File: config.mk
export PLATFORM = sky130hd
export DESIGN_NAME = ycl_cfg_regs
export DESIGN_NICKNAME = d
export VERILOG_FILES = /design/src/rtl/core/ycl_pkg.sv /design/src/rtl/core/ycl_cfg_regs.sv
export SDC_FILE = /design/constraint.sdc
export NUM_CORES = 1
export LEC_CHECK = 0
export ABC_AREA = 1
export CAP_MARGIN = 5
export CORE_UTILIZATION = 45
export CTS_CLUSTER_SIZE = 10
export DETAILED_ROUTE_END_ITERATION = 6
export DONT_BUFFER_PORTS = 1
export PLACE_DENSITY_LB_ADDON = 0.15
export SYNTH_ARGS = -nofsm -noshare
export SYNTH_HDL_FRONTEND = slang
export SYNTH_SLANG_ARGS = --single-unit
File: constraint.sdc
create_clock -name clk_i -period 1 [get_ports clk_i]
set_clock_uncertainty 0.2 [all_clocks]
set_input_delay 0.15 -clock clk_i [delete_from_list [all_inputs] [get_ports clk_i]]
set_output_delay 0.15 -clock clk_i [all_outputs]
set_load 0.02 [all_outputs]
File: src/rtl/core/ycl_pkg.sv
// Package for the YUV chroma lookup pixel classifier.
// Holds request/response structs, configuration record, register and mode codes.
// No dependencies.
package ycl_pkg;

  localparam int unsigned CHROMA_BITS = 8;
  localparam int unsigned ADDR_BITS   = 2 * CHROMA_BITS;
  localparam int unsigned TABLE_DEPTH = 1 << ADDR_BITS;

  localparam int unsigned PADDR_BITS = 4;
  localparam int unsigned PDATA_BITS = 32;

  localparam logic [1:0] MODE_PIXEL = 2'd0;
  localparam logic [1:0] MODE_WRITE = 2'd1;
  localparam logic [1:0] MODE_READ  = 2'd2;

  localparam logic [1:0] REG_BINARY_OUTPUT = 2'd0;
  localparam logic [1:0] REG_LUMA_UPPER    = 2'd1;
  localparam logic [1:0] REG_LUMA_LOWER    = 2'd2;

  localparam logic [7:0] UPPER_GATE_RESET = 8'd220;
  localparam logic [7:0] LOWER_GATE_RESET = 8'd20;
  localparam logic [7:0] CLASS_ON         = 8'd255;

  typedef struct packed {
    logic [1:0]  mode;
    logic [7:0]  chroma_byte;
    logic [7:0]  luma_byte;
    logic        row_start;
    logic        frame_start;
    logic [15:0] table_index;
    logic [7:0]  table_value;
  } ycl_req_t;

  typedef struct packed {
    logic [7:0] gray;
    logic [7:0] class_full;
    logic [7:0] class_region;
    logic [7:0] table_data;
    logic       is_read;
  } ycl_rsp_t;

  typedef struct packed {
    logic       binary_output;
    logic [7:0] luma_upper_gate;
    logic [7:0] luma_lower_gate;
  } ycl_cfg_t;

endpackage

File: src/rtl/core/ycl_cfg_regs.sv
// APB configuration registers: binary mode and the two luma gates.
// Depends on ycl_pkg.
module ycl_cfg_regs (
  input  logic                             clk_i,
  input  logic                             rst_ni,
  input  logic                             psel,
  input  logic                             penable,
  input  logic                             pwrite,
  input  logic [ycl_pkg::PADDR_BITS-1:0]   paddr,
  input  logic [ycl_pkg::PDATA_BITS-1:0]   pwdata,
  output logic [ycl_pkg::PDATA_BITS-1:0]   prdata,
  output logic                             pready,
  output ycl_pkg::ycl_cfg_t                cfg_o
);

  ycl_pkg::ycl_cfg_t cfg_q, cfg_d;
  logic              wr_en;

  assign pready = 1'b1;
  assign wr_en  = psel && penable && pwrite;

  always_comb begin
    cfg_d = cfg_q;
    if (wr_en) begin
      unique case (paddr[3:2])
        ycl_pkg::REG_BINARY_OUTPUT: cfg_d.binary_output   = pwdata[0];
        ycl_pkg::REG_LUMA_UPPER:    cfg_d.luma_upper_gate = pwdata[7:0];
        ycl_pkg::REG_LUMA_LOWER:    cfg_d.luma_lower_gate = pwdata[7:0];
        default:                    cfg_d = cfg_q;
      endcase
    end
  end

  always_comb begin
    unique case (paddr[3:2])
      ycl_pkg::REG_BINARY_OUTPUT: prdata = {31'd0, cfg_q.binary_output};
      ycl_pkg::REG_LUMA_UPPER:    prdata = {24'd0, cfg_q.luma_upper_gate};
      ycl_pkg::REG_LUMA_LOWER:    prdata = {24'd0, cfg_q.luma_lower_gate};
      default:                    prdata = '0;
    endcase
  end

  always_ff @(posedge clk_i or negedge rst_ni) begin
    if (!rst_ni) begin
      cfg_q.binary_output   <= 1'b0;
      cfg_q.luma_upper_gate <= ycl_pkg::UPPER_GATE_RESET;
      cfg_q.luma_lower_gate <= ycl_pkg::LOWER_GATE_RESET;
    end else begin
      cfg_q <= cfg_d;
    end
  end

  assign cfg_o = cfg_q;

endmodule

==> qor.txt, run 1 <==
Die boundary height - 50.1 microns
DRC violation count after routing - 0
Worst hold slack - -0.224 ns
Crit path arrival time - 1.03 ns
Maximum root-to-sink buffer count - 2
Number of inserted diodes - 0
Syn Inst Count - 136
Global-route wire length before repair - 3480 microns
Clock period minus worst slack - 1.38 ns
CTS tree - yes
Fraction of final layout cells sized beyond drive strength 1 - 41.2%
Most frequent cells in the layout - 54 x sky130_fd_sc_hd__nand2_1, 25 x sky130_fd_sc_hd__conb_1, 18 x sky130_fd_sc_hd__nand2_2
Violations in the final reports - hold timing, setup timing
Congestion Overflow GR - 0
Post-Layout Inst Area - 1380 sq um
Reported leakage power - 0.000746 uW
Total global routing track utilization - 19.1%
Avg Synthesized Cell Area - 7.66 sq um
Clk_lat worst skew - 0.30 ns
Crit end category - output pin
Hold Fails Final Rpt - 27
Number of slew-limit violations in the final report - 0
Relative slew margins - 49.7%
Critical R2R Launch - cfg_o[10]
Library cells used by synthesis - 14
Power Dens Cells - 1700 nW/um^2
Result of the run - finished with violations
Synthesis-stage register bit count - 17
Post-CTS Hold Fix Bufs - 9
Most common library cell in the layout ignoring fill and taps - sky130_fd_sc_hd__nand2_1
Starting utilization of the core area - 47.6%
Number of flip-flops in the largest register - 17
Post-route fraction of the period consumed by the critical path - 138%
Maximum number of pins on one net before global-route repair - 18
Initial detailed-routing violation count - 25
Total power draw - 2350 uW
Half-perimeter wire length after detailed placement - 1510 microns
Last weighted congestion value of the routability-driven placer - 0.705
Placed standard-cell area - 1130 sq um
Maximum vdd drop - 0.00108 V
CP Max Fanout - 2
Crit path required time - 0.65 ns
Detail Route Antenna Nets - 0
Htree depth - 1
Area of the die - 2510 sq um
Worst Reg-to-Reg Cells - 3
Row count - 17
Clock root buffer - sky130_fd_sc_hd__clkbuf_4
Total Wirelength - 2270 microns
Number of vias in the routed layout - 853
RSZ-0062 raised after global routing - yes
Number of global-route vias before repair - 813
Worst-margin pin slew - 0.755 ns
Setup Viol. Count Final - 29
Net count, final - 207
Routed length per placed instance - 11.8 microns
Maximum operating frequency - 723 MHz
Worst min-delay path class - input port to asynchronous set/reset pin
Core area - 2190 sq um
Smallest setup slack after layout - -0.382 ns
Antenna violations before repair - 0
Critical path class - flip-flop to output pin
Cts bufs inserted - 3
Chip width - 50.1 microns
First-pass detailed-route iteration total - 4
Launching element type of the critical path - flip-flop
Max-cap viol count - 0
Synth warn - 0
Slack of the worst reg-to-reg path - -0.05 ns
Ports - 91
Detail-routed via count per cell - 4.42
Clock transition time at the flip-flop clock pins of the worst setup and hold paths - 0.10 ns
Input/output buffers - 0
Area Overhead vs Synth - 32.7%
Synthesized area - 1040 sq um
Critical R2R Capture - cfg_o[10]
Sequential cell area fraction in the yosys report - 41.7%
Clock sink total - 17
-- power breakdown --
part | switching [uW] | leakage [uW] | internal, uW
Combinational | 565 | 0.000540 | 387
Sequential | 138 | 0.000191 | 883
Clock | 223 | 0.0000150 | 156
-- per-stage QoR --
| step | hold WS [ns] | setup slack (ns) | setup TNS (ns) | cells | util, % |
|---|---|---|---|---|---|
| floorplan | -0.346 | -0.118 | -0.568 | 159 | - |
| global placement | -0.345 | -0.0574 | -0.283 | 179 | 51.6 |
| detailed placement | -0.345 | -0.0686 | -0.337 | 179 | 51.6 |
| CTS | -0.137 | -0.382 | -8.72 | 193 | 60.9 |
| global route | -0.152 | -0.420 | -8.09 | 193 | 63.1 |
| finish | -0.224 | -0.382 | -7.35 | 193 | 63.1 |
-- cell usage after synthesis, drive strengths merged --
master | instances | share of area (%)
conb | 2 | 0.72
nor2 | 4 | 4.4
dfstp | 7 | 18
buf | 25 | 18
nand3 | 3 | 1.9
dfrtp | 10 | 24
inv | 5 | 2.3
nand2 | 80 | 31
-- cells by family after synthesis --
group / count (synthesis) / share of synthesized area (%)
simple gates: 87 / 37.3
other cells: 2 / 0.721
buf+inv: 30 / 20.3
flops: 17 / 41.7
-- layer usage --
metal  part of all wire [%]  global-route usage (%)
met5                      0                       0
met4                    1.8                    8.57
met3                    6.9                    3.70
met2                     51                    31.1
met1                     40                    24.0
-- critical path, stage by stage, from the launching register on --
cell	delay [ns]
sky130_fd_sc_hd__dfstp_2	0.56
sky130_fd_sc_hd__nand2_2	0.07
sky130_fd_sc_hd__nand2_4	0.11
-- area by class of cell --
cell class                 count  area, sq um
timing repair buffer          27          277
tap                           28         35.0
multi-input combinational    112          578
inverter                       5         23.8
sequential                    17          443
fill                         207          808
clock buffer                   4         26.3
-- worst max path at each step --
stage | slack [ns] | from | cells after the start | to
after floorplan | -0.12 | cfg_o[10] | 2 | prdata[2]
after global placement | -0.06 | cfg_o[12] | 2 | prdata[4]
after detailed placement | -0.07 | cfg_o[12] | 2 | prdata[4]
after CTS | -0.38 | cfg_o[12] | 2 | prdata[4]
after global routing | -0.42 | cfg_o[11] | 2 | prdata[3]
final | -0.38 | cfg_o[11] | 2 | prdata[3]
-- what timing repair did --
action / CTS / global route
resized for setup: 23 / 14
cloned: 0 / 0
hold endpoints to repair: 34 / 27
pin swaps: 8 / 9
setup endpoints to repair: 29 / 46
setup buffers: 1 / 0
Power figures use the tool's default switching activity.
==> inputs of run 2 (changes only) <==
--- a/config.mk
+++ b/config.mk
@@ -7,7 +7,7 @@
 export LEC_CHECK = 0
 export ABC_AREA = 1
 export CAP_MARGIN = 5
-export CORE_UTILIZATION = 45
+export CORE_UTILIZATION = 57
 export CTS_CLUSTER_SIZE = 10
 export DETAILED_ROUTE_END_ITERATION = 6
 export DONT_BUFFER_PORTS = 1
==> run 2 against run 1 <==
The flow still finishes with violations (hold timing, setup timing). Sequential power about the same. Power decreased by 0.26%. Sequential share of layout area increased by 0.53 points. Critical path depth unchanged. Worst setup slack got worse by 0.0091 ns. Non-clock buffer count decreased by 1. Combinational power decreased by 1%. Register-to-register slack about the same. Utilization increased by 16 points. Global-route usage increased by 5.4 points. Die area decreased by 20%. Largest cell class unchanged.
==> qor.txt, run 2 (synthesis results as in run 1) <==
Result of the run - finished with violations (unchanged)
Violations in the final reports - hold timing, setup timing (unchanged)
Relative slew margins - 51.7% (was 49.7%)
Reported leakage power - 0.000741 uW (was 0.000746 uW)
Global-route wire length before repair - 3450 microns (was 3480 microns)
Stage delay of the slowest cell on the critical path - 0.57 ns (was 0.56 ns)
Detail Route Antenna Nets - 0 (unchanged)
Final instance count without filler cells - 189 (was 193)
Launching element type of the critical path - flip-flop (unchanged)
Congestion Overflow GR - 0 (unchanged)
Crit path arrival time - 1.04 ns (was 1.03 ns)
Crit end category - output pin (unchanged)
Antenna violations before repair - 0 (unchanged)
Number of vias in the routed layout - 876 (was 853)
Max-cap viol count - 0 (unchanged)
Total Wirelength - 2200 microns (was 2270 microns)
Clock root buffer - sky130_fd_sc_hd__clkbuf_4 (unchanged)
Setup Viol. Count Final - 27 (was 29)
Fraction of final layout cells sized beyond drive strength 1 - 39.0% (was 41.2%)
Maximum vdd drop - 0.00112 V (was 0.00108 V)
Area of the die - 2000 sq um (was 2510 sq um)
Crit path required time - 0.65 ns (about the same)
Setup WS pre-CTS - -0.0610 ns (was -0.0686 ns)
Die boundary height - 44.8 microns (was 50.1 microns)
Total power draw - 2350 uW (about the same)
Net count, final - 206 (was 207)
Number of flip-flops in the largest register - 17 (unchanged)
Maximum root-to-sink buffer count - 2 (unchanged)
Most frequent cells in the layout - 58 x sky130_fd_sc_hd__nand2_1, 25 x sky130_fd_sc_hd__conb_1, 16 x sky130_fd_sc_hd__nand2_2 (was 54 x sky130_fd_sc_hd__nand2_1, 25 x sky130_fd_sc_hd__conb_1, 18 x sky130_fd_sc_hd__nand2_2)
Worst-margin pin slew - 0.724 ns (was 0.755 ns)
RSZ-0062 raised after global routing - yes (unchanged)
Power Dens Cells - 1720 nW/um^2 (was 1700 nW/um^2)
Input/output buffers - 0 (unchanged)
Cts bufs inserted - 3 (unchanged)
Post-route fraction of the period consumed by the critical path - 139% (was 138%)
Starting utilization of the core area - 60.4% (was 47.6%)
Setup fix buffers added after clock tree synthesis - 0 (was 1)
Multi-input gate area - 558 sq um (was 578 sq um)
Chip width - 44.8 microns (was 50.1 microns)
First-pass detailed-route iteration total - 6 (was 4)
Core area - 1730 sq um (was 2190 sq um)
Clock period minus worst slack - 1.39 ns (was 1.38 ns)
Total of fill cells in the finished design - 136 (was 207)
Number of global-route vias before repair - 810 (was 813)
Routed length per placed instance - 11.6 microns (was 11.8 microns)
Critical path cell sequence - nand2_2 -> nand2_4 (unchanged)
Area Overhead vs Synth - 30.5% (was 32.7%)
Setup TNS Final - -7.30 ns (was -7.35 ns)
Maximum number of pins on one net before global-route repair - 18 (unchanged)
Smallest setup slack after layout - -0.391 ns (was -0.382 ns)
CP Max Fanout - 3 (was 2)
Maximum operating frequency - 719 MHz (was 723 MHz)
Clock transition time at the flip-flop clock pins of the worst setup and hold paths - 0.10 ns (about the same)
Clk_lat worst skew - 0.29 ns (was 0.30 ns)
Number of inserted diodes - 0 (unchanged)
Clock sink total - 17 (unchanged)
Critical path class - flip-flop to output pin (unchanged)
Total global routing track utilization - 24.5% (was 19.1%)
Worst min-delay path class - input port to asynchronous set/reset pin (unchanged)
CTS tree - yes (unchanged)
Htree depth - 1 (unchanged)
Detail-routed via count per cell - 4.63 (was 4.42)
Worst hold slack - -0.233 ns (was -0.224 ns)
Last weighted congestion value of the routability-driven placer - 0.678 (was 0.705)
Ports - 91 (unchanged)
Number of cells in the design after placement - 176 (was 179)
DRC violation count after routing - 0 (unchanged)
Row count - 15 (was 17)
Total area of sequential cells - 443 sq um (unchanged)
Number of slew-limit violations in the final report - 0 (unchanged)
Initial detailed-routing violation count - 11 (was 25)
Half-perimeter wire length after detailed placement - 1430 microns (was 1510 microns)
Post-CTS Hold Fix Bufs - 9 (unchanged)
Most common library cell in the layout ignoring fill and taps - sky130_fd_sc_hd__nand2_1 (unchanged)
Hold Fails Final Rpt - 27 (unchanged)
Worst path slowest cell - sky130_fd_sc_hd__dfstp_2 (unchanged)
==> run 2: layer usage <==
metal,track usage (%),share of wire [%]
met1,28.3,36
met2,44.4,56
met3,4.00,6.1
met4,10.9,1.7
met5,0,0
==> run 2: where the power goes <==
group | total [uW] | switching, uW | leakage, uW | internal, uW
registers | 1030 | 146 | 0.000191 | 884
logic | 941 | 561 | 0.000532 | 380
clock network | 375 | 226 | 0.0000177 | 149
==> run 2: critical path: cells and delay by family, from the launching register on <==
kind / cells / cell delay (ns)
flip-flops: 1 / 0.57
AND/OR/NAND/NOR: 2 / 0.17
==> run 2: through the flow <==
| step | cell area (sq um) | utilization (%) |
|---|---|---|
| global placement | 1130 | 65.2 |
| finish | 1360 | 78.8 |
| CTS | 1330 | 77.2 |
| detailed placement | 1130 | 65.2 |
| floorplan | 1150 | - |
| global route | 1360 | 78.8 |
==> run 2: final cells by class <==
class	count	share of cell area (%)
flip-flops and latches	17	32.6
clock inverters	1	0.368
multi-input cells	112	41.0
well taps	25	2.30
repair buffers	26	20.3
clock buffers	3	1.66
inverters	5	1.75
==> run 2: final timing paths <==
| kind | end | cells after the start | slack, ns | startpoint |
|---|---|---|---|---|
| min in group clk_i | cfg_o[16] | 3 | -0.14 | paddr[2] |
| max in group asynchronous | cfg_o[9] | 1 | 0.33 | rst_ni |
| setup / recovery | prdata[2] | 2 | -0.39 | cfg_o[2] |
| setup reg to reg | cfg_o[10] | 3 | -0.04 | cfg_o[10] |
| hold reg to reg | cfg_o[4] | 2 | 0.28 | cfg_o[4] |
| hold / removal | cfg_o[6] | 1 | -0.23 | rst_ni |
==> run 2: repair_timing <==
| action | in CTS | in global routing |
|---|---|---|
| gates resized for setup | 24 | 9 |
| hold endpoints to repair | 34 | 25 |
| pin swaps | 9 | 7 |
| endpoints found under the setup margin | 27 | 44 |
