### src/rtl/core/ycl_pkg.sv
// Package for the YUV chroma lookup pixel classifier.
// Holds request/response structs, configuration record, register and mode codes.
// No dependencies.
package ycl_pkg;

  localparam int unsigned CHROMA_BITS = 8;
  localparam int unsigned ADDR_BITS   = 2 * CHROMA_BITS;
  localparam int unsigned TABLE_DEPTH = 1 << ADDR_BITS;

  localparam int unsigned PADDR_BITS = 4;
  localparam int unsigned PDATA_BITS = 32;

  localparam logic [1:0] MODE_PIXEL = 2'd0;
  localparam logic [1:0] MODE_WRITE = 2'd1;
  localparam logic [1:0] MODE_READ  = 2'd2;

  localparam logic [1:0] REG_BINARY_OUTPUT = 2'd0;
  localparam logic [1:0] REG_LUMA_UPPER    = 2'd1;
  localparam logic [1:0] REG_LUMA_LOWER    = 2'd2;

  localparam logic [7:0] UPPER_GATE_RESET = 8'd220;
  localparam logic [7:0] LOWER_GATE_RESET = 8'd20;
  localparam logic [7:0] CLASS_ON         = 8'd255;

  typedef struct packed {
    logic [1:0]  mode;
    logic [7:0]  chroma_byte;
    logic [7:0]  luma_byte;
    logic        row_start;
    logic        frame_start;
    logic [15:0] table_index;
    logic [7:0]  table_value;
  } ycl_req_t;

  typedef struct packed {
    logic [7:0] gray;
    logic [7:0] class_full;
    logic [7:0] class_region;
    logic [7:0] table_data;
    logic       is_read;
  } ycl_rsp_t;

  typedef struct packed {
    logic       binary_output;
    logic [7:0] luma_upper_gate;
    logic [7:0] luma_lower_gate;
  } ycl_cfg_t;

endpackage

### src/rtl/core/ycl_chroma_track.sv
// Column tracking and U/V latches for the 4:2:2 stream; forms the table address.
// Depends on ycl_pkg.
module ycl_chroma_track (
  input  logic                          clk_i,
  input  logic                          rst_ni,
  input  logic                          pixel_i,
  input  logic [7:0]                    chroma_i,
  input  logic                          row_start_i,
  input  logic                          frame_start_i,
  output logic [ycl_pkg::ADDR_BITS-1:0] addr_o
);

  logic [7:0] u_q, u_d, v_q, v_d;
  logic       odd_q, odd_d;
  logic       col_odd;
  logic [7:0] u_base, v_base;

  always_comb begin
    col_odd = (row_start_i || frame_start_i) ? 1'b0 : odd_q;
    u_base  = frame_start_i ? 8'd0 : u_q;
    v_base  = frame_start_i ? 8'd0 : v_q;
    u_d     = col_odd ? u_base : chroma_i;
    v_d     = col_odd ? chroma_i : v_base;
    odd_d   = !col_odd;
    addr_o  = {u_d[7 -: ycl_pkg::CHROMA_BITS], v_d[7 -: ycl_pkg::CHROMA_BITS]};
  end

  always_ff @(posedge clk_i or negedge rst_ni) begin
    if (!rst_ni) begin
      u_q   <= 8'd0;
      v_q   <= 8'd0;
      odd_q <= 1'b0;
    end else if (pixel_i) begin
      u_q   <= u_d;
      v_q   <= v_d;
      odd_q <= odd_d;
    end
  end

endmodule

### config.mk
export PLATFORM = sky130hd
export DESIGN_NAME = ycl_chroma_track
export DESIGN_NICKNAME = d
export VERILOG_FILES = /design/src/rtl/core/ycl_pkg.sv /design/src/rtl/core/ycl_chroma_track.sv
export SDC_FILE = /design/constraint.sdc
export NUM_CORES = 1
export LEC_CHECK = 0
export BUFFER_PORTS_ARGS = -buffer_cell sky130_fd_sc_hd__buf_2
export CELL_PAD_IN_SITES_DETAIL_PLACEMENT = 1
export CELL_PAD_IN_SITES_GLOBAL_PLACEMENT = 1
export CORE_MARGIN = 3
export CORE_UTILIZATION = 40
export CTS_CLUSTER_DIAMETER = 200
export DETAILED_ROUTE_END_ITERATION = 8
export PLACE_DENSITY = 0.92
export SETUP_SLACK_MARGIN = 0.5
export SYNTH_ARGS = -nofsm -noshare
export SYNTH_HDL_FRONTEND = slang
export SYNTH_SLANG_ARGS = --single-unit
### constraint.sdc
create_clock -name clk_i -period 1.9 [get_ports clk_i]
set_input_delay 0.38 -clock clk_i [delete_from_list [all_inputs] [get_ports clk_i]]
set_output_delay 0.38 -clock clk_i [all_outputs]
set_load 0.02 [all_outputs]
==> results of run 1 <==
state kept, by name, indices dropped and copies added (netlist names):
signal,count
odd_q,1
v_q,8
u_q,8
worst min path at each step:
stage                     startpoint     end  slack [ns]  cells after the start
after floorplan               rst_ni   odd_q        0.08                      0
final                         rst_ni  v_q[2]       -0.01                      1
after detailed placement      rst_ni  u_q[6]        0.33                      1
after global routing          rst_ni  v_q[7]      -0.008                      1
after CTS                     rst_ni  u_q[2]       0.005                      1
after global placement        rst_ni  u_q[6]        0.33                      1
report_power, final:
part | leakage (nW) | internal, mW | switching [mW]
registers | 0.209 | 0.409 | 0.0595
logic | 0.504 | 0.218 | 0.239
clock network | 0.0150 | 0.0817 | 0.131
kinds of logic after synthesis:
group           after synthesis
flops                        17
mux                          16
compound gates               26
simple gates                 20
buf+inv                      16
per-layer routing:
layer / vias to the layer above / GRT usage / wire, µm
met1: 527 / 0.284 / 1740
met2: 57 / 0.408 / 2410
li1: 407 / - / -
met5: - / 0 / 0
met4: 0 / 0.108 / 295
met3: 24 / 0.0354 / 266
worst register-to-register path: stages (launching register included):
cell and delay [ns]:
sky130_fd_sc_hd__dfrtp_2 0.44, sky130_fd_sc_hd__nand2b_4 0.08, sky130_fd_sc_hd__buf_4 0.14, sky130_fd_sc_hd__buf_12 0.14, sky130_fd_sc_hd__buf_8 0.14, sky130_fd_sc_hd__buf_6 0.12
sky130_fd_sc_hd__o21ai_4 0.18, sky130_fd_sc_hd__buf_6 0.15, sky130_fd_sc_hd__mux2_2 0.35
placed cells by master (no fill, tap or decap), types with 4 or more instances in the layout:
cell type,n
sky130_fd_sc_hd__buf_2,12
sky130_fd_sc_hd__nand2_2,6
sky130_fd_sc_hd__o22ai_1,6
sky130_fd_sc_hd__buf_6,20
sky130_fd_sc_hd__buf_4,4
sky130_fd_sc_hd__nand2_4,7
sky130_fd_sc_hd__dfrtp_1,16
sky130_fd_sc_hd__a22oi_1,5
sky130_fd_sc_hd__a21oi_4,5
sky130_fd_sc_hd__mux2_4,14
sky130_fd_sc_hd__inv_1,9
layout make-up:
type,instances,area (µm²)
fill,195,524
sequential,17,427
tap,27,33.8
timing repair buffer,40,385
clock buffer,4,26.3
antenna,1,2.50
inverter,9,33.8
multi-input combinational,62,669
per-stage QoR:
stage,TNS (ns),instances
floorplan,0,95
global placement,0,146
global route,-0.619,160
CTS,-0.0863,156
detailed placement,0,146
finish,-0.311,160
repair_timing:
action	CTS	global route
endpoints found under the hold margin	0	0
buffers inserted	5	3
resized for setup	31	58
pin swaps	2	8
cloned	1	0
setup endpoints to repair	24	28
==> results list, run 1 <==
- Final Max Tran Viols: 0
- Dividing the detail-routed wire length by the instance count gives 29.5 µm.
- Critical path, cell by cell: nand2b_4 > nor2_4 > buf_12 > mux2_4 > buf_6
* Cell types occupying the most area after synthesis: sky130_fd_sc_hd__dfrtp_1 45%, sky130_fd_sc_hd__mux2_2 19%, sky130_fd_sc_hd__nand2_1 6.4%
- Proportion of synthesized area in mux cells: 0.191
* Most frequent cell after synthesis: sky130_fd_sc_hd__dfrtp_1
- For this configuration, the core starts out at a cell density of 0.449.
- Cell area after placement: 1170 µm²
- The root buffer cell chosen for the clock tree is sky130_fd_sc_hd__clkbuf_4.
* Startpoint of the most critical setup path: odd_q
- The share of synthesized area in the top cell type comes to 0.451.
- Counting instances in the post-synthesis netlist gives the leading cell types as 17 x sky130_fd_sc_hd__dfrtp_1, 16 x sky130_fd_sc_hd__mux2_2, 16 x sky130_fd_sc_hd__nand2_1.
- The number of clock buffers added by TritonCTS is 3.
- The endpoint identified for the worst register-to-register timing path is u_q[7].
* Power density of the placed cells: 722 nW/µm²
* Largest net degree at the start of global routing: 19
* Max cap viols: 0
- Synthesis produced a netlist with a net count of between 100 and 150.
* Via count of the first global-routing pass: around 970
* Slew at the pin closest to its max-slew limit: 0.411 ns
- Family with the most delay on the worst path: flip-flops
* Ratio of cells with drive above 1 in the final layout: 0.682
- Signed area change from the synthesized netlist to the final layout: 67.2%
* Share of async-settable or async-resettable flops after synthesis: 1.00
* Fraction of the mapped netlist area in simple logic gates: 0.0981
- The critical path ends at addr_o[15].
- Measured on the finished design, the core utilization comes to 0.751.
- The area fraction in compound gates after synthesis was 0.183.
- Among all stages on the critical path, the largest delay is contributed by sky130_fd_sc_hd__dfrtp_2.
- Setup violations remaining at the end of the flow were counted as 9.
- RSZ-0062 raised after global routing: true
* FP Rows: 16
- The critical path runs through a total of 5 cells.
- Beginning of the worst register-to-register path: odd_q
* Core area: 2100 µm²
- GRT Util Overall: 0.235
* Final Worst Setup Slack: -0.0428 ns
- The synthesized design contains 17 register bits.
- Aggregate global routing overflow: 0
* Flip-flop cell with the highest count after synthesis: sky130_fd_sc_hd__dfrtp_1
- Overall routed net length: 4720 µm
- Insertion delay to the later sink of the worst-skew pair: about 0.30 ns
- Upper clock frequency limit: ~510 MHz
* Clock tree from TritonCTS: yes
- The die covers between 2000 and 3000 µm².
* Antenna-violating nets left: 0
- Worst Clk Skew: 0.0101 ns
- Of the synthesized area, sequential elements account for 0.451.
- Clock-pin slew on the worst setup and hold paths: approximately 0.12 ns
- The detailed router placed around 1000 vias in this run.
* Biggest area consumer among synthesized cells: sky130_fd_sc_hd__dfrtp_1
* Kind of launch point of the worst setup path: flip-flop
* Final instance area: ~1600 µm²
- Leak Pwr: 0.729 nW
- Of the total synthesized cell area, the portion taken by XOR and XNOR cells is 0.
* Synth cell types: 17
- The congestion estimate from routability-driven global placement came to 0.721.
- Wire length of the first global-routing pass: 4820 µm
* Violations in the final reports: negative hold slack, negative setup slack
- The worst hold path belongs to the class in2async.
* Post-Route Hold Slack: -0.0115 ns
- Post-synthesis share of cell area spent on full adders, half adders and majority gates: 0
* DR vias/cell: 6.34
- Time the worst path needs with I/O delays and setup: between 1.5 and 2 ns
- After synthesis, the largest family of logic cells by area is multiplexers.
- The final number of hold-violating endpoints is 8.
- Largest fanout on the critical path: 8
* Ratio of final minimum period to clock period: 1.02
* Overall power of the completed layout: ~1.1 mW
- The first routing iteration left 21 violations.
- The clock net in this run drives a total of 17 sinks.
- Number of nets in the final layout: 146
- Number of antenna violations at the first check in global routing: 1
- Yosys mapped a number of flops with a built-in enable equal to 0.
- STA classifies the critical path endpoint as a primary output.
- Across the VDD grid, the largest voltage drop is a little over 0.7 mV.
* Arrival time at the worst endpoint: 1.56 ns
- Cells after Synth: 95
* Outcome: finished with violations
* Post-place setup slack: 0.0809 ns
* Required arrival time at the worst endpoint: 1.52 ns
* I/O pin count: 29
- For the worst flop-to-flop path, the logic depth is 8.
* Number of buffers inserted by hold repair at cts: 0
- CTS built an H-tree with a depth of 1.
- The longest clock path from root to sink contains 2 buffers.
- CP peak stage delay: 0.44 ns
- DPL Wire Length: a little under 2000 µm
- After synthesis the cells add up to 943 µm².
- In this run the register-to-register setup slack is 0.04 ns.
- The floorplan step set the die height to 54.6 µm.
- Drt drc: 0
- The first detailed-routing pass took 4 iterations.
- Synth Warn #: 0
- Worst max-slew margin expressed relative to the limit: 0.726
- Crit path buf inv count: 2
- Average instance area after synthesis: 9.93 µm²
- The floorplan step set the die width to 54.6 µm.
* Number of buffers added on ports: 28
* Worst setup path category: reg2out
Power figures use the tool's default switching activity.
==> inputs of run 2 (changes only) <==
--- a/config.mk
+++ b/config.mk
@@ -12,8 +12,10 @@
 export CORE_UTILIZATION = 40
 export CTS_CLUSTER_DIAMETER = 200
 export DETAILED_ROUTE_END_ITERATION = 8
+export GPL_TIMING_DRIVEN = 1
 export PLACE_DENSITY = 0.92
 export SETUP_SLACK_MARGIN = 0.5
+export SKIP_CTS_REPAIR_TIMING = 1
 export SYNTH_ARGS = -nofsm -noshare
 export SYNTH_HDL_FRONTEND = slang
 export SYNTH_SLANG_ARGS = --single-unit
==> results list, run 2 (synthesis gave the netlist of run 1 again) <==
- Top library cells by usage in the layout, fill and taps aside: 18 x sky130_fd_sc_hd__buf_6, 16 x sky130_fd_sc_hd__mux2_4, 16 x sky130_fd_sc_hd__dfrtp_1 (was 20 x sky130_fd_sc_hd__buf_6, 16 x sky130_fd_sc_hd__dfrtp_1, 14 x sky130_fd_sc_hd__mux2_4)
- The capturing element type of the critical path is a primary output (unchanged).
* Worst setup path category: reg2out (unchanged)
- The y dimension of the die was 54.6 µm (unchanged).
* Critical path, cell by cell: nand2b_4 > nor2_4 > buf_12 > mux2_4 > buf_6 (unchanged)
* Wire length of the first global-routing pass: 4240 µm (was 4820 µm)
- The share of final-layout standard cells stronger than drive strength 1 is 0.641 (was 0.682).
- The placer congestion estimate is 0.721 (unchanged).
* I/O pin count: 29 (unchanged)
* Violations in the final reports: negative hold slack, negative setup slack (unchanged)
* TNS Setup: -0.189 ns (was -0.311 ns)
- Biggest regs: u_q x8, v_q x8, odd_q x1 (unchanged)
- Overall routed net length: 3940 µm (was 4720 µm)
- Aggregate global routing overflow: 0 (unchanged)
- The final antenna-violating net count was 0 (unchanged).
- The critical path arrival came to 1.55 ns (was 1.56 ns).
* Root Driver: sky130_fd_sc_hd__clkbuf_4 (unchanged)
* Most common cell after layout, fill and taps aside: sky130_fd_sc_hd__buf_6 (unchanged)
- Clock tree from TritonCTS: yes (unchanged)
- The pin count of the biggest net entering global routing came to 19 (unchanged).
- Number of buffers added on ports: 28 (unchanged)
- The die boundary width was 54.6 µm (unchanged).
* H-tree depth: 1 (unchanged)
- Via count of the first global-routing pass: 888 (was 972)
- Slew at the pin closest to its max-slew limit: 0.443 ns (was 0.411 ns)
* Initial core utilization: 0.449 (unchanged)
- The final clock period utilization by the worst path is 1.02 (about the same).
- The slowest library cell on the worst path is sky130_fd_sc_hd__dfrtp_2 (unchanged).
- Final Max Tran Viols: 0 (unchanged)
* RSZ-0062 raised after global routing: true (unchanged)
- The biggest fanout along the worst timing path came to 8 (unchanged).
- The total clock buffers created by CTS was 3 (unchanged).
- The routed wirelength normalized by instance count is 24.9 µm (was 29.5 µm).
- Outcome: finished with violations (unchanged)
- The required time reported for the critical path endpoint came to 1.52 ns (about the same).
* Path type of the worst min-delay path: in2async (unchanged)
- The maximum clock path buffer count was 2 (unchanged).
* Core area: 2100 µm² (unchanged)
- The half-perimeter wire length after placement is 1950 µm (unchanged).
* Worst max-slew margin expressed relative to the limit: 0.705 (was 0.726)
- FP Rows: 16 (unchanged)
* Drt drc: 0 (unchanged)
- The maximum achievable frequency is 518 MHz (was 515 MHz).
* Power density of the placed cells: 717 nW/µm² (was 722 nW/µm²)
* Total iterations of the first detailed-routing run: 4 (unchanged)
* Leak Pwr: 0.697 nW (was 0.729 nW)
- The total clock sinks was 17 (unchanged).
- Cell Count Post-Placement: 146 (unchanged)
- Worst Clk Skew: 0.00757 ns (was 0.0101 ns)
- The number of nets at the end of the flow is 145 (was 146).
- Post-place setup slack: 0.0809 ns (unchanged)
- Count of non-filler cells in the finished layout: 158 (was 160)
* Post-Route Hold Slack: -0.00506 ns (was -0.0115 ns)
- Number of inserted diodes: 0 (was 1)
- The die outline area is 2980 µm² (unchanged).
- Kind of launch point of the worst setup path: flip-flop (unchanged)
* Clock-pin slew on the worst setup and hold paths: 0.11 ns (was 0.12 ns)
- The number of antenna violations at the first check in global routing came to 0 (was 1).
- CP peak stage delay: 0.43 ns (was 0.44 ns)
- The area added between synthesis and finish is 61.7% (was 67.2%).
- The mean number of vias per cell came to 5.94 (was 6.34).
- Final hold viol count: 8 (unchanged)
- Peak ir drop on the vdd network: 0.516 mV (was 0.712 mV)
- The number of DRC markers in iteration 0 is 46 (was 21).
* Max cap viols: 0 (unchanged)
* Setup violators final: 8 (was 9)
* Insertion delay to the later sink of the worst-skew pair: 0.31 ns (was 0.30 ns)
- Worst Reg2Reg Path Length in Cells: 7 (was 8)
- The routed via count came to 938 (was 1015).
* GRT Util Overall: 0.206 (was 0.235)
* Time the worst path needs with I/O delays and setup: 1.93 ns (was 1.94 ns)
- Final Worst Setup Slack: -0.0292 ns (was -0.0428 ns)
==> run 2: cell count changes in the layout (fill, tap and decap cells not counted), sizes merged <==
cell	previous run	this run
buf	40	39
diode	1	0
==> run 2: area by class of cell <==
cell class	instances	area [µm²]
inverter	9	33.8
timing repair buffer	39	368
tap	27	33.8
fill	209	577
multi-input combinational	62	637
sequential	17	427
clock buffer	4	26.3
==> run 2: stage by stage <==
stage	hold slack [ns]	utilization	area [µm²]	power, mW
after floorplan	0.0844	-	1020	0.638
after CTS	0.00481	0.570	1200	0.927
after global routing	-0.00454	0.726	1530	1.14
after global placement	0.332	0.558	1170	0.708
after detailed placement	0.327	0.558	1170	0.730
final	-0.00506	0.726	1530	1.09
==> run 2: critical path, delay by kind of cell (launching register included) <==
family,cells,cell delay (ns)
DFF,1,0.43
muxes,1,0.31
buffers and inverters,2,0.28
and+or+nand+nor,2,0.22
==> run 2: final timing paths <==
path	from	endpoint	slack, ns
worst max register to register	odd_q	u_q[7]	0.23
worst min-delay path	rst_ni	u_q[2]	-0.005
worst max-delay path	odd_q	addr_o[15]	-0.03
min in group clk_i	chroma_i[2]	u_q[2]	0.36
max in group asynchronous	rst_ni	odd_q	1.58
worst min register to register	u_q[6]	u_q[6]	0.53
==> run 2: routing by layer <==
layer,global-route usage,routed length [µm],vias up
li1,-,-,403
met1,0.260,1660,475
met2,0.351,1930,44
met3,0.0272,194,16
met4,0.0830,155,0
met5,0,0,-
==> run 2: power breakdown <==
group | total (mW) | internal [mW] | switching [mW]
clock | 0.210 | 0.0820 | 0.128
sequential | 0.460 | 0.409 | 0.0512
combinational | 0.423 | 0.211 | 0.212
==> inputs of run 3 (changes only) <==
--- a/config.mk
+++ b/config.mk
@@ -9,11 +9,11 @@
 export CELL_PAD_IN_SITES_DETAIL_PLACEMENT = 1
 export CELL_PAD_IN_SITES_GLOBAL_PLACEMENT = 1
 export CORE_MARGIN = 3
-export CORE_UTILIZATION = 40
+export CORE_UTILIZATION = 37
 export CTS_CLUSTER_DIAMETER = 200
 export DETAILED_ROUTE_END_ITERATION = 8
 export GPL_TIMING_DRIVEN = 1
-export PLACE_DENSITY = 0.92
+export PLACE_DENSITY = 0.87
 export SETUP_SLACK_MARGIN = 0.5
 export SKIP_CTS_REPAIR_TIMING = 1
 export SYNTH_ARGS = -nofsm -noshare
==> constraint.sdc (replaced) <==
create_clock -name clk_i -period 2.1 [get_ports clk_i]
set_input_delay 0.42 -clock clk_i [delete_from_list [all_inputs] [get_ports clk_i]]
set_output_delay 0.42 -clock clk_i [all_outputs]
set_load 0.02 [all_outputs]
==> results list, run 3 (synthesis gave the netlist of run 1 again) <==
- Clock-pin slew on the worst setup and hold paths: 0.11 ns (about the same)
* Post-place setup slack: 0.244 ns (was 0.0809 ns)
- The share of final-layout standard cells stronger than drive strength 1 came to 0.512 (was 0.641).
- The clock tree from TritonCTS is yes (unchanged).
* Required arrival time at the worst endpoint: 1.68 ns (was 1.52 ns)
* Peak ir drop on the vdd network: 0.477 mV (was 0.516 mV)
- The worst min-delay path category is in2async (unchanged).
- Slew at the pin closest to its max-slew limit: 0.404 ns (was 0.443 ns)
- Biggest regs: u_q x8, v_q x8, odd_q x1 (unchanged).
* Number of buffers added on ports: 28 (unchanged)
- The mean number of vias per cell is 5.65 (was 5.94).
- Final Max Tran Viols: 0 (unchanged)
- The worst clock skew came to 0.00483 ns (was 0.00757 ns).
- Upper clock frequency limit: ~500 MHz
* Final Worst Setup Slack: 0.112 ns (was -0.0292 ns)
- H-tree depth: 1 (unchanged)
- The biggest fanout along the worst timing path came to 9 (was 8).
* Vert. Die Dim: 56.5 µm (was 54.6 µm)
- TNS Setup: 0 ns (was -0.189 ns)
- The number of DRC markers in iteration 0 is 11 (was 46).
- DPL Wire Length: 1800 µm (was 1950 µm)
- Clock net sink count: 17 (unchanged)
* Arrival time at the worst endpoint: 1.57 ns (was 1.55 ns)
- The startpoint type of the worst setup path is a flip-flop (unchanged).
- For the finished layout, the period the worst path requires is 1.99 ns.
* Final instance area: 1290 µm² (was 1530 µm²)
- The initial core utilization came to 0.407 (was 0.449).
- The total clock buffers created by CTS came to 3 (unchanged).
* Wire length per cell after detailed routing: 20.5 µm (was 24.9 µm)
* Count of non-filler cells in the finished layout: 153 (was 158)
* FP Rows: 17 (was 16)
- Layout filler cell count: 252 (was 209)
- I/O pin count: 29 (unchanged)
- The number of nets at the end of the flow is 139 (was 145).
- The total power draw came to 0.886 mW (was 1.09 mW).
- The via count of the first global-routing pass came to 873 (was 888).
- The type of the worst setup path is reg2out (unchanged).
- The static leakage was 0.592 nW (was 0.697 nW).
* Signed area change from the synthesized netlist to the final layout: 36.3% (was 61.7%)
- The maximum clock path buffer count is 2 (unchanged).
- The global-route wire length before repair came to 4110 µm (was 4240 µm).
- The number of cells after detailed placement came to 147 (was 146).
- The hold slack is 0.0222 ns (was -0.00506 ns).
* Final core area utilization: 0.555 (was 0.726)
* Aggregate global routing overflow: 0 (unchanged)
* Cell area after placement: 1140 µm² (was 1170 µm²)
* Outcome: finished clean (was finished with violations)
* Width of the die: 56.5 µm (was 54.6 µm)
- The global-route usage over all layers is 0.165 (was 0.206).
- RSZ-0062 raised after global routing: true (unchanged).
* Total number of vias: 864 (was 938)
- Largest net degree at the start of global routing: 19 (unchanged)
- Number of antenna violations at the first check in global routing: 0 (unchanged)
* Root Driver: sky130_fd_sc_hd__clkbuf_4 (unchanged)
- The number of endpoints failing setup at the final stage is 0 (was 8).
- The power per cell area was 689 nW/µm² (was 717 nW/µm²).
- The total wire length after detailed routing is 3140 µm (was 3940 µm).
* Number of inserted diodes: 0 (unchanged)
* Insertion delay to the later sink of the worst-skew pair: 0.30 ns (was 0.31 ns)
- The capturing element type of the critical path is a primary output (unchanged).
- Top library cells by usage in the layout, fill and taps aside: 17 x sky130_fd_sc_hd__buf_2, 17 x sky130_fd_sc_hd__dfrtp_1, 16 x sky130_fd_sc_hd__nand2_1 (was 18 x sky130_fd_sc_hd__buf_6, 16 x sky130_fd_sc_hd__mux2_4, 16 x sky130_fd_sc_hd__dfrtp_1).
* Core area: 2320 µm² (was 2100 µm²)
* Die Area: 3190 µm² (was 2980 µm²)
* Final hold viol count: 0 (was 8)
* Worst max-slew margin expressed relative to the limit: 0.731 (was 0.705)
- The detailed-routing iteration count for the pre-antenna-repair pass was 4 (unchanged).
- Antenna-violating nets left: 0 (unchanged)
- Routability cong.: 0.695 (was 0.721)
- Dividing the final minimum period by the clock period gives 0.947.
- Reg2Reg Setup Slack: 0.61 ns (was 0.23 ns)
- Max cap viols: 0 (unchanged)
- The final routed DRC violation total was 0 (unchanged).
run 3: cell types whose count changed in the layout (fill, tap and decap cells not counted), moves of 8 or more:
cell                      before  now
sky130_fd_sc_hd__buf_6        18    9
sky130_fd_sc_hd__mux2_2        0    8
sky130_fd_sc_hd__nand2_1       6   16
sky130_fd_sc_hd__mux2_4       16    8
sky130_fd_sc_hd__nand2_2       8    0
run 3: worst paths after layout:
kind / startpoint / to / cells past startpoint
max in group asynchronous: rst_ni / v_q[1] / 1
setup reg to reg: odd_q / u_q[6] / 4
hold / removal: rst_ni / u_q[4] / 1
hold reg to reg: v_q[6] / v_q[6] / 1
setup / recovery: odd_q / addr_o[6] / 5
min in group clk_i: chroma_i[0] / u_q[0] / 2
run 3: final cells by class:
type                    instances  area (µm²)  share of cell area
multi-input cells              62         513               0.399
flip-flops and latches         17         425               0.331
repair buffers                 33         251               0.196
well taps                      28        35.0              0.0272
inverters                       9        33.8              0.0263
clock buffers                   3        22.5              0.0175
clock inverters                 1        5.00             0.00389
run 3: critical path, stage by stage, from the launching register on:
cell and delay [ns]:
sky130_fd_sc_hd__dfrtp_1 0.44, sky130_fd_sc_hd__nor2b_1 0.16, sky130_fd_sc_hd__buf_4 0.18, sky130_fd_sc_hd__nand2_1 0.10
sky130_fd_sc_hd__a21oi_2 0.17, sky130_fd_sc_hd__buf_2 0.21
run 3: where the power goes:
part           internal [mW]  total [mW]  switching (mW)
combinational          0.136       0.291           0.154
clock                 0.0711       0.191           0.119
sequential             0.370       0.405          0.0347
run 3: metal layers:
metal	vias to the layer above	wire [µm]	global-route usage
met5	-	0	0
met4	0	129	0.0508
met3	12	152	0.0207
met2	38	1580	0.290
met1	425	1280	0.206
li1	389	-	-
